===== src/cap_avg_pkg.sv =====
// Package for the capacitance averaging and report block.
// Holds shared constants and controller command/status structs.
// No dependencies.
package cap_avg_pkg;

  localparam int unsigned COUNT_WIDTH = 20;
  localparam int unsigned LINE_LEN    = 13;
  localparam int unsigned CHAR_IDX_W  = 4;
  localparam int unsigned DIV_STEPS   = 64;
  localparam int unsigned DIV_CNT_W   = 7;
  localparam int unsigned DIGIT_STEPS = 34;
  localparam int unsigned DIGIT_CNT_W = 6;
  localparam int unsigned BCD_DIGITS  = 10;
  localparam int unsigned ADDR_W      = 4;

  localparam logic [63:0] PF_MAX = 64'd9999999999;

  localparam logic [15:0] REPORT_INTERVAL_RESET = 16'd200;
  localparam logic [15:0] FAST_SCALE_RESET      = 16'd4546;
  localparam logic [19:0] FAST_EXIT_RESET       = 20'd4546;

  // Register byte addresses.
  localparam logic [ADDR_W-1:0] REG_INTERVAL  = 4'h0;
  localparam logic [ADDR_W-1:0] REG_SCALE     = 4'h4;
  localparam logic [ADDR_W-1:0] REG_FAST_EXIT = 4'h8;

  localparam logic [7:0] CHAR_ZERO  = 8'h30;
  localparam logic [7:0] CHAR_SPACE = 8'h20;
  localparam logic [7:0] CHAR_DOT   = 8'h2e;
  localparam logic [7:0] CHAR_P     = 8'h70;
  localparam logic [7:0] CHAR_N     = 8'h6e;
  localparam logic [7:0] CHAR_U     = 8'h75;
  localparam logic [7:0] CHAR_F     = 8'h46;
  localparam logic [7:0] CHAR_L     = 8'h4c;
  localparam logic [7:0] CHAR_CR    = 8'h0d;

  typedef struct packed {
    logic accumulate;  // register a new sample into sum/count
    logic div_start;   // load the divider
    logic div_step;    // one restoring-division step
    logic digit_start; // load the averaged value into the digit splitter
    logic digit_step;  // one digit extraction step
    logic finish;      // update range and clear sum/count
  } cmd_t;

  typedef struct packed {
    logic report_due;
    logic div_done;
    logic digit_done;
  } status_t;

endpackage


===== src/cap_avg_if.sv =====
// Valid/ready channel interfaces for the capacitance report block.
// Depends on nothing but plain logic types.
interface cap_avg_in_if;
  logic        valid;
  logic        ready;
  logic [31:0] charge_us;
  logic        timed_out;
  logic [31:0] now_ms;
  modport source (output valid, charge_us, timed_out, now_ms, input ready);
  modport sink   (input valid, charge_us, timed_out, now_ms, output ready);
endinterface

interface cap_avg_out_if;
  logic       valid;
  logic       ready;
  logic [7:0] text_char;
  logic       last_char;
  logic       range_fast;
  modport source (output valid, text_char, last_char, range_fast, input ready);
  modport sink   (input valid, text_char, last_char, range_fast, output ready);
endinterface


===== src/cap_avg_ctrl.sv =====
// Controller state machine for the capacitance report block.
// Depends on cap_avg_pkg; drives datapath commands from status.
module cap_avg_ctrl (
  input  logic                  clk_i,
  input  logic                  rst_ni,
  input  logic                  in_valid_i,
  output logic                  in_ready_o,
  input  logic                  out_valid_i,
  input  logic                  out_ready_i,
  input  logic                  out_last_i,
  input  cap_avg_pkg::status_t  status_i,
  output cap_avg_pkg::cmd_t     cmd_o,
  output logic                  load_line_o,
  output logic                  emit_o
);
  import cap_avg_pkg::*;

  typedef enum logic [6:0] {
    S_IDLE   = 7'b0000001,
    S_MULT   = 7'b0000010,
    S_CHECK  = 7'b0000100,
    S_DIV    = 7'b0001000,
    S_DIGIT  = 7'b0010000,
    S_EMIT   = 7'b0100000,
    S_DRAIN  = 7'b1000000
  } state_e;

  state_e state_q, state_d;

  always_comb begin
    state_d     = state_q;
    cmd_o       = '0;
    in_ready_o  = 1'b0;
    load_line_o = 1'b0;
    emit_o      = 1'b0;
    unique case (state_q)
      S_IDLE: begin
        in_ready_o = 1'b1;
        if (in_valid_i) state_d = S_MULT;
      end
      S_MULT: begin
        cmd_o.accumulate = 1'b1;
        state_d = S_CHECK;
      end
      S_CHECK: begin
        if (status_i.report_due) begin
          cmd_o.div_start = 1'b1;
          state_d = S_DIV;
        end else begin
          state_d = S_IDLE;
        end
      end
      S_DIV: begin
        if (status_i.div_done) begin
          cmd_o.digit_start = 1'b1;
          state_d = S_DIGIT;
        end else begin
          cmd_o.div_step = 1'b1;
        end
      end
      S_DIGIT: begin
        if (status_i.digit_done) begin
          load_line_o  = 1'b1;
          cmd_o.finish = 1'b1;
          state_d = S_EMIT;
        end else begin
          cmd_o.digit_step = 1'b1;
        end
      end
      S_EMIT: begin
        // Characters shift out of the line register one item at a time.
        emit_o = 1'b1;
        if (out_valid_i && out_ready_i && out_last_i) state_d = S_IDLE;
      end
      default: state_d = S_IDLE;
    endcase
  end

  always_ff @(posedge clk_i or negedge rst_ni) begin
    if (!rst_ni) state_q <= S_IDLE;
    else state_q <= state_d;
  end

endmodule


===== src/cap_avg_dp.sv =====
// Datapath of the capacitance report block: scaling, accumulation,
// serial divider, digit splitter and line register. Depends on cap_avg_pkg.
module cap_avg_dp (
  input  logic                 clk_i,
  input  logic                 rst_ni,
  input  logic                 in_fire_i,
  input  logic [31:0]          charge_us_i,
  input  logic                 timed_out_i,
  input  logic [31:0]          now_ms_i,
  input  logic [15:0]          report_interval_i,
  input  logic [15:0]          fast_scale_i,
  input  logic [19:0]          fast_exit_i,
  input  cap_avg_pkg::cmd_t    cmd_i,
  output cap_avg_pkg::status_t status_o,
  input  logic                 load_line_i,
  input  logic                 emit_i,
  input  logic                 out_ready_i,
  output logic                 out_valid_o,
  output logic [7:0]           text_char_o,
  output logic                 last_char_o,
  output logic                 range_fast_o
);
  import cap_avg_pkg::*;

  logic                   fast_q;
  logic [63:0]            sum_q;
  logic [COUNT_WIDTH-1:0] count_q;
  logic [31:0]            last_time_q;
  logic [31:0]            us_q;
  logic                   tout_q;
  logic [31:0]            now_q;
  logic [47:0]            prod_q;

  // Input capture and product register.
  always_ff @(posedge clk_i) begin
    if (in_fire_i) begin
      us_q   <= charge_us_i;
      tout_q <= timed_out_i;
      now_q  <= now_ms_i;
      prod_q <= charge_us_i * fast_scale_i;
    end
  end

  logic [63:0] val;
  logic [64:0] sum_ext;
  logic [31:0] elapsed;
  logic        due;
  assign val     = tout_q ? 64'd0 : (fast_q ? {16'd0, prod_q} : {32'd0, us_q});
  assign sum_ext = {1'b0, sum_q} + {1'b0, val};
  assign elapsed = now_q - last_time_q;
  assign due     = (elapsed > {16'd0, report_interval_i}) || (last_time_q > now_q);
  assign status_o.report_due = due;

  // Restoring divider, one quotient bit per cycle.
  logic [63:0]          quo_q;
  logic [COUNT_WIDTH:0] rem_q;
  logic [DIV_CNT_W-1:0] dcnt_q;
  logic [COUNT_WIDTH:0] rem_sh;
  logic [COUNT_WIDTH:0] rem_sub;
  assign rem_sh  = {rem_q[COUNT_WIDTH-1:0], quo_q[63]};
  assign rem_sub = rem_sh - {1'b0, count_q};
  assign status_o.div_done = (dcnt_q == DIV_CNT_W'(DIV_STEPS));

  // The clamped average is converted whole to ten BCD digits; the unit then
  // only selects which four integer and two fraction digits are shown.
  logic [63:0] avg_c;
  logic [33:0] pf_c;
  logic [7:0]  unit_c;
  always_comb begin
    avg_c = (count_q == '0) ? 64'd0 : quo_q;
    pf_c  = (avg_c > PF_MAX) ? PF_MAX[33:0] : avg_c[33:0];
    priority if (pf_c > 34'd1000000) unit_c = CHAR_U;
    else if (pf_c > 34'd1000) unit_c = CHAR_N;
    else unit_c = CHAR_P;
  end

  // Double dabble, one input bit per cycle.
  logic [33:0]             bin_q;
  logic [BCD_DIGITS*4-1:0] bcd_q;
  logic [7:0]              unit_q;
  logic [DIGIT_CNT_W-1:0]  bcnt_q;
  logic [BCD_DIGITS*4-1:0] bcd_adj;
  always_comb begin
    bcd_adj = bcd_q;
    for (int i = 0; i < BCD_DIGITS; i++)
      if (bcd_q[i*4 +: 4] > 4'd4) bcd_adj[i*4 +: 4] = bcd_q[i*4 +: 4] + 4'd3;
  end
  assign status_o.digit_done = (bcnt_q == DIGIT_CNT_W'(DIGIT_STEPS));

  always_ff @(posedge clk_i) begin
    if (cmd_i.div_start) begin
      quo_q  <= sum_q;
      rem_q  <= '0;
      dcnt_q <= '0;
    end else if (cmd_i.div_step) begin
      quo_q  <= {quo_q[62:0], ~rem_sub[COUNT_WIDTH]};
      rem_q  <= rem_sub[COUNT_WIDTH] ? rem_sh : rem_sub;
      dcnt_q <= dcnt_q + 1'b1;
    end
    if (cmd_i.digit_start) begin
      bin_q  <= pf_c;
      unit_q <= unit_c;
      bcd_q  <= '0;
      bcnt_q <= '0;
    end else if (cmd_i.digit_step) begin
      bcd_q  <= {bcd_adj[BCD_DIGITS*4-2:0], bin_q[33]};
      bin_q  <= {bin_q[32:0], 1'b0};
      bcnt_q <= bcnt_q + 1'b1;
    end
  end

  logic [15:0] int_bcd;
  logic [7:0]  frac_bcd;
  always_comb begin
    priority if (unit_q == CHAR_U) begin
      int_bcd  = bcd_q[39:24];
      frac_bcd = bcd_q[23:16];
    end else if (unit_q == CHAR_N) begin
      int_bcd  = bcd_q[27:12];
      frac_bcd = bcd_q[11:4];
    end else begin
      int_bcd  = bcd_q[15:0];
      frac_bcd = 8'h00;
    end
  end

  // Line register with blanked leading digits.
  logic [LINE_LEN*8-1:0] line_q;
  logic [LINE_LEN*8-1:0] line_c;
  logic [CHAR_IDX_W-1:0] idx_q;
  logic                  lead3, lead2, lead1;
  logic                  vld_q;
  assign lead3 = int_bcd[15:12] == 4'd0;
  assign lead2 = lead3 && int_bcd[11:8] == 4'd0;
  assign lead1 = lead2 && int_bcd[7:4] == 4'd0;
  always_comb begin
    line_c = {
      lead3 ? CHAR_SPACE : CHAR_ZERO | {4'd0, int_bcd[15:12]},
      lead2 ? CHAR_SPACE : CHAR_ZERO | {4'd0, int_bcd[11:8]},
      lead1 ? CHAR_SPACE : CHAR_ZERO | {4'd0, int_bcd[7:4]},
      CHAR_ZERO | {4'd0, int_bcd[3:0]},
      CHAR_DOT,
      CHAR_ZERO | {4'd0, frac_bcd[7:4]},
      CHAR_ZERO | {4'd0, frac_bcd[3:0]},
      CHAR_SPACE, unit_q, CHAR_F, CHAR_SPACE,
      fast_q ? CHAR_L : CHAR_SPACE,
      CHAR_CR};
  end

  logic fire_out;
  assign fire_out     = vld_q && out_ready_i;
  assign out_valid_o  = vld_q;
  assign text_char_o  = line_q[LINE_LEN*8-1 -: 8];
  assign last_char_o  = idx_q == CHAR_IDX_W'(LINE_LEN - 1);
  assign range_fast_o = fast_q;

  always_ff @(posedge clk_i) begin
    if (load_line_i) line_q <= line_c;
    else if (fire_out) line_q <= {line_q[LINE_LEN*8-9:0], 8'd0};
  end

  always_ff @(posedge clk_i or negedge rst_ni) begin
    if (!rst_ni) begin
      fast_q      <= 1'b0;
      sum_q       <= '0;
      count_q     <= '0;
      last_time_q <= '0;
      vld_q       <= 1'b0;
      idx_q       <= '0;
    end else begin
      if (cmd_i.accumulate) begin
        sum_q <= sum_ext[64] ? '1 : sum_ext[63:0];
        if (count_q != '1) count_q <= count_q + 1'b1;
      end
      if (cmd_i.div_start) last_time_q <= now_q;
      if (cmd_i.finish) begin
        // Leaving fast range wins over entering it.
        if ({{(32-COUNT_WIDTH){1'b0}}, count_q} > {12'd0, fast_exit_i}) fast_q <= 1'b0;
        else if (count_q == COUNT_WIDTH'(1)) fast_q <= 1'b1;
        sum_q   <= '0;
        count_q <= '0;
      end
      if (load_line_i) begin
        vld_q <= 1'b1;
        idx_q <= '0;
      end else if (fire_out) begin
        idx_q <= idx_q + 1'b1;
        if (last_char_o) vld_q <= 1'b0;
      end
      if (emit_i && !vld_q) vld_q <= 1'b0;
    end
  end

endmodule


===== src/capacitance_average_autorange_display.sv =====
// Top level of the capacitance averaging, autorange and report block.
// Depends on cap_avg_pkg, the channel interfaces, cap_avg_ctrl, cap_avg_dp.
//
// in_ch carries one finished charge timing per item (charge_us, timed_out,
// now_ms). An item without a report passes through the accumulate and
// check states, and the next item is taken once the block is back in idle.
// When the report interval has passed, a 64-step restoring divider forms the
// average and a 34-step binary-to-decimal converter builds the digits, before
// the line register is loaded and the first character is offered.
// The 13 character items leave on out_ch, one per cycle while out_ch.ready
// is high, the last flagged by last_char. A report item holds the input
// through the divider, converter and emit states, mostly the divider loop.
// If the receiver stalls, the current character holds and no new input
// item is taken until the carriage return has been delivered.
// Reset clears the range to slow, the sum, count and report time, and loads
// the register defaults. Registers sit on an APB-style port at 4*index.
module capacitance_average_autorange_display (
  input  logic        clk_i,
  input  logic        rst_ni,
  cap_avg_in_if.sink  in_ch,
  cap_avg_out_if.source out_ch,
  input  logic        psel,
  input  logic        penable,
  input  logic        pwrite,
  input  logic [cap_avg_pkg::ADDR_W-1:0] paddr,
  input  logic [31:0] pwdata,
  output logic [31:0] prdata,
  output logic        pready
);
  import cap_avg_pkg::*;

  logic [15:0] interval_q;
  logic [15:0] scale_q;
  logic [19:0] fast_exit_q;
  logic        wr_en;

  assign pready = 1'b1;
  assign wr_en  = psel && penable && pwrite;

  always_ff @(posedge clk_i or negedge rst_ni) begin
    if (!rst_ni) begin
      interval_q  <= REPORT_INTERVAL_RESET;
      scale_q     <= FAST_SCALE_RESET;
      fast_exit_q <= FAST_EXIT_RESET;
    end else if (wr_en) begin
      unique case (paddr)
        REG_INTERVAL:  interval_q  <= pwdata[15:0];
        REG_SCALE:     scale_q     <= pwdata[15:0];
        REG_FAST_EXIT: fast_exit_q <= pwdata[19:0];
        default: ;
      endcase
    end
  end

  always_comb begin
    unique case (paddr)
      REG_INTERVAL:  prdata = {16'd0, interval_q};
      REG_SCALE:     prdata = {16'd0, scale_q};
      REG_FAST_EXIT: prdata = {12'd0, fast_exit_q};
      default:       prdata = '0;
    endcase
  end

  cmd_t    cmd;
  status_t status;
  logic    load_line;
  logic    emit;
  logic    in_fire;

  assign in_fire = in_ch.valid && in_ch.ready;

  cap_avg_ctrl u_ctrl (
    .clk_i       (clk_i),
    .rst_ni      (rst_ni),
    .in_valid_i  (in_ch.valid),
    .in_ready_o  (in_ch.ready),
    .out_valid_i (out_ch.valid),
    .out_ready_i (out_ch.ready),
    .out_last_i  (out_ch.last_char),
    .status_i    (status),
    .cmd_o       (cmd),
    .load_line_o (load_line),
    .emit_o      (emit)
  );

  cap_avg_dp u_dp (
    .clk_i             (clk_i),
    .rst_ni            (rst_ni),
    .in_fire_i         (in_fire),
    .charge_us_i       (in_ch.charge_us),
    .timed_out_i       (in_ch.timed_out),
    .now_ms_i          (in_ch.now_ms),
    .report_interval_i (interval_q),
    .fast_scale_i      (scale_q),
    .fast_exit_i       (fast_exit_q),
    .cmd_i             (cmd),
    .status_o          (status),
    .load_line_i       (load_line),
    .emit_i            (emit),
    .out_ready_i       (out_ch.ready),
    .out_valid_o       (out_ch.valid),
    .text_char_o       (out_ch.text_char),
    .last_char_o       (out_ch.last_char),
    .range_fast_o      (out_ch.range_fast)
  );

`ifndef NO_ASSERTIONS
  // No input item is taken while a report line is still being sent.
  assert property (@(posedge clk_i) disable iff (!rst_ni)
    out_ch.valid |-> !in_ch.ready)
    else $error("input accepted during report");

  // The range flag holds across the characters of one line.
  assert property (@(posedge clk_i) disable iff (!rst_ni)
    (out_ch.valid && $past(out_ch.valid)) |-> $stable(out_ch.range_fast))
    else $error("range changed within a line");

  // The last character is always the carriage return.
  assert property (@(posedge clk_i) disable iff (!rst_ni)
    (out_ch.valid && out_ch.last_char) |-> (out_ch.text_char == CHAR_CR))
    else $error("last character is not CR");
`endif

endmodule

===== src/flat_wrapper.sv =====
// flat-port wrapper written by rule: the top's interface ports become plain ports
module capacitance_average_autorange_display_flat import cap_avg_pkg::*;
  (clk_i, rst_ni, psel, penable, pwrite, paddr, pwdata, prdata, pready, in_ch_valid, in_ch_charge_us, in_ch_timed_out, in_ch_now_ms, in_ch_ready, out_ch_valid, out_ch_text_char, out_ch_last_char, out_ch_range_fast, out_ch_ready);
  cap_avg_in_if in_ch_i ();
  cap_avg_out_if out_ch_i ();
  input  logic clk_i;
  input  logic rst_ni;
  input  logic psel;
  input  logic penable;
  input  logic pwrite;
  input  logic [cap_avg_pkg::ADDR_W-1:0] paddr;
  input  logic [31:0] pwdata;
  output logic [31:0] prdata;
  output logic pready;
  input wire logic [$bits(in_ch_i.valid)-1:0] in_ch_valid;
  input wire logic [$bits(in_ch_i.charge_us)-1:0] in_ch_charge_us;
  input wire logic [$bits(in_ch_i.timed_out)-1:0] in_ch_timed_out;
  input wire logic [$bits(in_ch_i.now_ms)-1:0] in_ch_now_ms;
  output wire logic [$bits(in_ch_i.ready)-1:0] in_ch_ready;
  output wire logic [$bits(out_ch_i.valid)-1:0] out_ch_valid;
  output wire logic [$bits(out_ch_i.text_char)-1:0] out_ch_text_char;
  output wire logic [$bits(out_ch_i.last_char)-1:0] out_ch_last_char;
  output wire logic [$bits(out_ch_i.range_fast)-1:0] out_ch_range_fast;
  input wire logic [$bits(out_ch_i.ready)-1:0] out_ch_ready;
  assign in_ch_i.valid = in_ch_valid;
  assign in_ch_i.charge_us = in_ch_charge_us;
  assign in_ch_i.timed_out = in_ch_timed_out;
  assign in_ch_i.now_ms = in_ch_now_ms;
  assign in_ch_ready = in_ch_i.ready;
  assign out_ch_valid = out_ch_i.valid;
  assign out_ch_text_char = out_ch_i.text_char;
  assign out_ch_last_char = out_ch_i.last_char;
  assign out_ch_range_fast = out_ch_i.range_fast;
  assign out_ch_i.ready = out_ch_ready;
  capacitance_average_autorange_display u_core (.clk_i(clk_i), .rst_ni(rst_ni), .in_ch(in_ch_i), .out_ch(out_ch_i), .psel(psel), .penable(penable), .pwrite(pwrite), .paddr(paddr), .pwdata(pwdata), .prdata(prdata), .pready(pready));
endmodule

===== config.mk =====
export PLATFORM = sky130hd
export DESIGN_NAME = capacitance_average_autorange_display_flat
export DESIGN_NICKNAME = d
export VERILOG_FILES = /design/src/cap_avg_pkg.sv /design/src/cap_avg_if.sv /design/src/cap_avg_ctrl.sv /design/src/cap_avg_dp.sv /design/src/capacitance_average_autorange_display.sv /design/src/flat_wrapper.sv
export SDC_FILE = /design/constraint.sdc
export NUM_CORES = 2
export LEC_CHECK = 0
export BUFFER_PORTS_ARGS = -buffer_cell sky130_fd_sc_hd__buf_4
export CORE_MARGIN = 5
export CORE_UTILIZATION = 64
export CTS_CLUSTER_DIAMETER = 100
export DETAILED_ROUTE_END_ITERATION = 7
export GPL_ROUTABILITY_DRIVEN = 0
export HOLD_SLACK_MARGIN = 0.06
export PLACE_DENSITY = 0.82
export SYNTH_ARGS = -nofsm -noshare
export SYNTH_HDL_FRONTEND = slang
export SYNTH_SLANG_ARGS = --single-unit

===== constraint.sdc =====
create_clock -name clk_i -period 9.2 [get_ports clk_i]
set_input_delay 0.92 -clock clk_i [delete_from_list [all_inputs] [get_ports clk_i]]
set_output_delay 0.92 -clock clk_i [all_outputs]
set_load 0.02 [all_outputs]

==> out/metrics.yaml <==
outcome:
  status: "completed"
global_route:
  grt.overflow.total: 0
  grt_pass1_vias: 35529
  grt_max_degree: 111
  grt_usage_pct: 29.3
  grt_pass1_wl_mm: 186
  antenna_found_initial: 4
synthesis:
  netlist_top_cells_area: "fa_1 18%, edfxtp_1 17%, dfrtp_1 9.0%, ha_1 7.8%, inv_1 5.3%"
  yosysUniqueCellTypes: 84
  syn_area_um2: 46000
  ys_ff_latch: 545
  synth_cells: 4860
  yosysMostFrequentCell: "inv_1"
  synth_area_per_cell_um2: 9.46
  synth_top_area_share_pct: 18.3
  synth_top_area_cell: "fa_1"
  seq_area_frac_synth_pct: 31.4
  async_reset_ff_share_pct: 33.0
  synthFlopType: "edfxtp_1"
  synth_edf_count: 259
  synth_common_cells: "650 x inv_1, 636 x nand2_1, 421 x fa_1"
  yosysWarningCount: 0
timing:
  drv_slew: 0
  hold_ws_ps: 388
  finalSetupViolations: 0
  tightestPinTransition_ps: 1180
  fmax_ghz: 0.124
  relSlewSlack_pct: 21.4
  finalSetupTns_ps: 0
  hold_viol_final: 0
  skew_ps: 53.4
  final.period_utilization_pct: 87.4
  finalCriticalPeriod_ps: 8040
  rsz0062_at_grt: "false"
clocking:
  post_cts_resized: 0
  cts_tree: "built"
  clk_latency_ps: 650
  cts_num_sinks: 545
  root_buffer: "clkbuf_16"
  holdBufCountCts: 0
  clockBufferDepth: 3
  cts.clk_slew.worst_paths_ps: 60
  cts-htree-levels: 2
  cts_buffers: 55
  cts_setup_buffers: 0
detailed_routing:
  vias_per_cell: 6.06
  wl_mm: 114
  drc_errors: 0
  dr.pass1.iters: 8
  drtAntennaViolNets: 0
  wl_per_cell_um: 19.6
  vias: 35381
  drtIter0Drc: 3367
power:
  power_frac_seq_pct: 24.8
  swShare_pct: 44.2
  p_per_area_nw_per_um2: 317
  p_total_mw: 15.7
  power.leakage_nw: 22.1
  vdd_drop_max_mv: 0.272
  p_int_mw: 8.76
  clockPowerShare_pct: 15.8
  p_switching_mw: 6.95
  comb_power_share_pct: 59.4
worst_setup_path:
  crit_fanout: 28
  worstPathArrival_ps: 8380
  critPathMostFrequentCell: "fa_1"
  crit_path_end_kind: "register"
  rr_startpoint: "u_core.scale_q[1]$_DFFE_PN1P_"
  ff2ff_setup_slack_ps: 1160
  cp_cell_sequence: "nand2_1 -> fa_1 -> fa_1 -> fa_1 -> fa_1 -> inv_1 -> fa_1 -> inv_1 -> fa_1 -> inv_1 -> ha_1 -> a21oi_1 -> a21boi_0 -> a31oi_1 -> a41o_1 -> a41oi_1 -> o21ai_0 -> a211oi_1 -> o31ai_1 -> a21oi_1 -> o21ai_0 -> xor2_1"
  r2r_cells: 22
  required_ps: 9540
  critPathKind: "reg -> reg"
  r2r_end: "u_core.u_dp.prod_q[46]$_DFFE_PP_"
  slowest_stage: "dfstp_2"
  cpPeakStageDelay_ps: 1120
  startpoint_type: "register"
job:
  cap_violations: 0
min_path:
  hold_path.class: "in -> async"
placement:
  hpwl_mm: 83.9
  port_buffers: 126
floorplan:
  coreArea_um2: 71400
  die_h_um: 278
  die_width_um: 278
  start_util_pct: 64.4
  rows: 98
  die_area_um2: 77300
  io_pins: 153
cells_and_area:
  drive_gt1_share_pct: 9.00
  area_delta_synth_final_pct: 7.81
  multiInputGateArea_um2: 28100
  final_util_pct: 69.4
  fillCellCount: 5300
  ff_latch_area_um2: 14400
  fin_nets: 5656
## power by group through the flow
stage	Clock (mW)	Combinational (mW)	Sequential, mW
2_1_floorplan	0	7.21	3.75
6_report	2.48	9.33	3.90
3_5_place_dp	0	9.18	3.93
4_1_cts	2.51	9.25	3.89
3_3_place_gp	0	8.88	3.90
5_1_grt	2.61	10.5	3.96
## worst max path at each step
stage                             startpoint                          endpoint  slack (ps)  cells past startpoint
5_1_grt        u_core.scale_q[1]$_DFFE_PN1P_  u_core.u_dp.prod_q[46]$_DFFE_PP_         880                     22
6_report       u_core.scale_q[1]$_DFFE_PN1P_  u_core.u_dp.prod_q[46]$_DFFE_PP_        1160                     22
2_1_floorplan             in_ch_charge_us[3]  u_core.u_dp.prod_q[46]$_DFFE_PP_        1920                     24
3_5_place_dp              in_ch_charge_us[9]  u_core.u_dp.prod_q[46]$_DFFE_PP_        1130                     24
4_1_cts        u_core.scale_q[1]$_DFFE_PN1P_  u_core.u_dp.prod_q[46]$_DFFE_PP_        1280                     22
3_3_place_gp              in_ch_charge_us[3]  u_core.u_dp.prod_q[46]$_DFFE_PP_        1240                     24
## registers in the layout (all words and copies together), names as in the netlist, 20 cells and up
signal,cells
u_core.u_dp.sum_q,64
u_core.u_dp.count_q,20
u_core.u_dp.bin_q,34
u_core.u_dp.us_q,32
u_core.u_dp.quo_q,64
u_core.u_dp.bcd_q,40
u_core.u_dp.prod_q,48
u_core.u_dp.line_q,77
u_core.u_dp.rem_q,20
u_core.u_dp.last_time_q,32
u_core.fast_exit_q,20
u_core.u_dp.now_q,32
## layout make-up
class | count | share of cell area [%]
well taps | 950 | 2.40
clock buffers | 78 | 3.31
flip-flops and latches | 545 | 29.1
multi-input cells | 3414 | 56.8
inverters | 652 | 4.94
repair buffers | 174 | 2.65
clock inverters | 26 | 0.811
diodes | 4 | 0.0202
## placed cells by master (no fill, tap or decap), drive strengths merged, types with 15 or more instances in the layout
master    n
a211oi   56
fa      421
nor2b    25
xnor2   116
o31ai    33
o21ai   200
nor2    200
nand4    42
nor4     33
a222oi   16
mux2i    57
dfrtp   166
nand2   636
edfxtp  259
o211ai   19
dfxtp   106
and2    238
nand2b   33
buf     173
nor3     45
clkbuf   79
mux2    122
a21o     92
a31oi    64
xor2     50
ha      285
nand3    99
and3     38
a21oi   278
o21bai   15
inv     654
## routing by layer
| metal | GRT usage [%] | vias to the layer above | part of all wire (%) |
|---|---|---|---|
| met5 | 0 | - | 0 |
| met4 | 8.99 | 0 | 3.3 |
| met3 | 6.85 | 270 | 9.7 |
| met2 | 47.7 | 1601 | 47 |
| met1 | 39.8 | 17312 | 40 |
| li1 | - | 16198 | - |
## kinds of logic after synthesis
family                   after synthesis  synth area share [%]
AO/OA/AOI/OAI                        895                  12.2
XOR/XNOR                             166                  3.16
adder cells (fa/ha/maj)              706                  26.1
buffers and inverters                913                  7.74
flip-flops                           545                  31.4
multiplexers                         179                  4.31
other                                  2                0.0163
AND/OR/NAND/NOR                     1454                  15.1
## stage by stage
step	instances	cell area [µm²]	setup slack (ps)
floorplan	4872	46000	1920
finish	5843	49500	1160
detailed placement	5735	47500	1130
global route	5840	49500	881
CTS	5839	49500	1280
global placement	5735	47500	1240
## worst max-delay path, delay by kind of cell (launching register included)
family | cells | cell delay, ps
xor gates and xnor gates | 1 | 150
buffers and inverters | 3 | 160
DFF | 1 | 1120
adders and majority gates | 7 | 3400
AOI/OAI and AO/OA | 10 | 2710
and+or+nand+nor | 1 | 150
No activity file was read; power rests on OpenSTA's default activity.
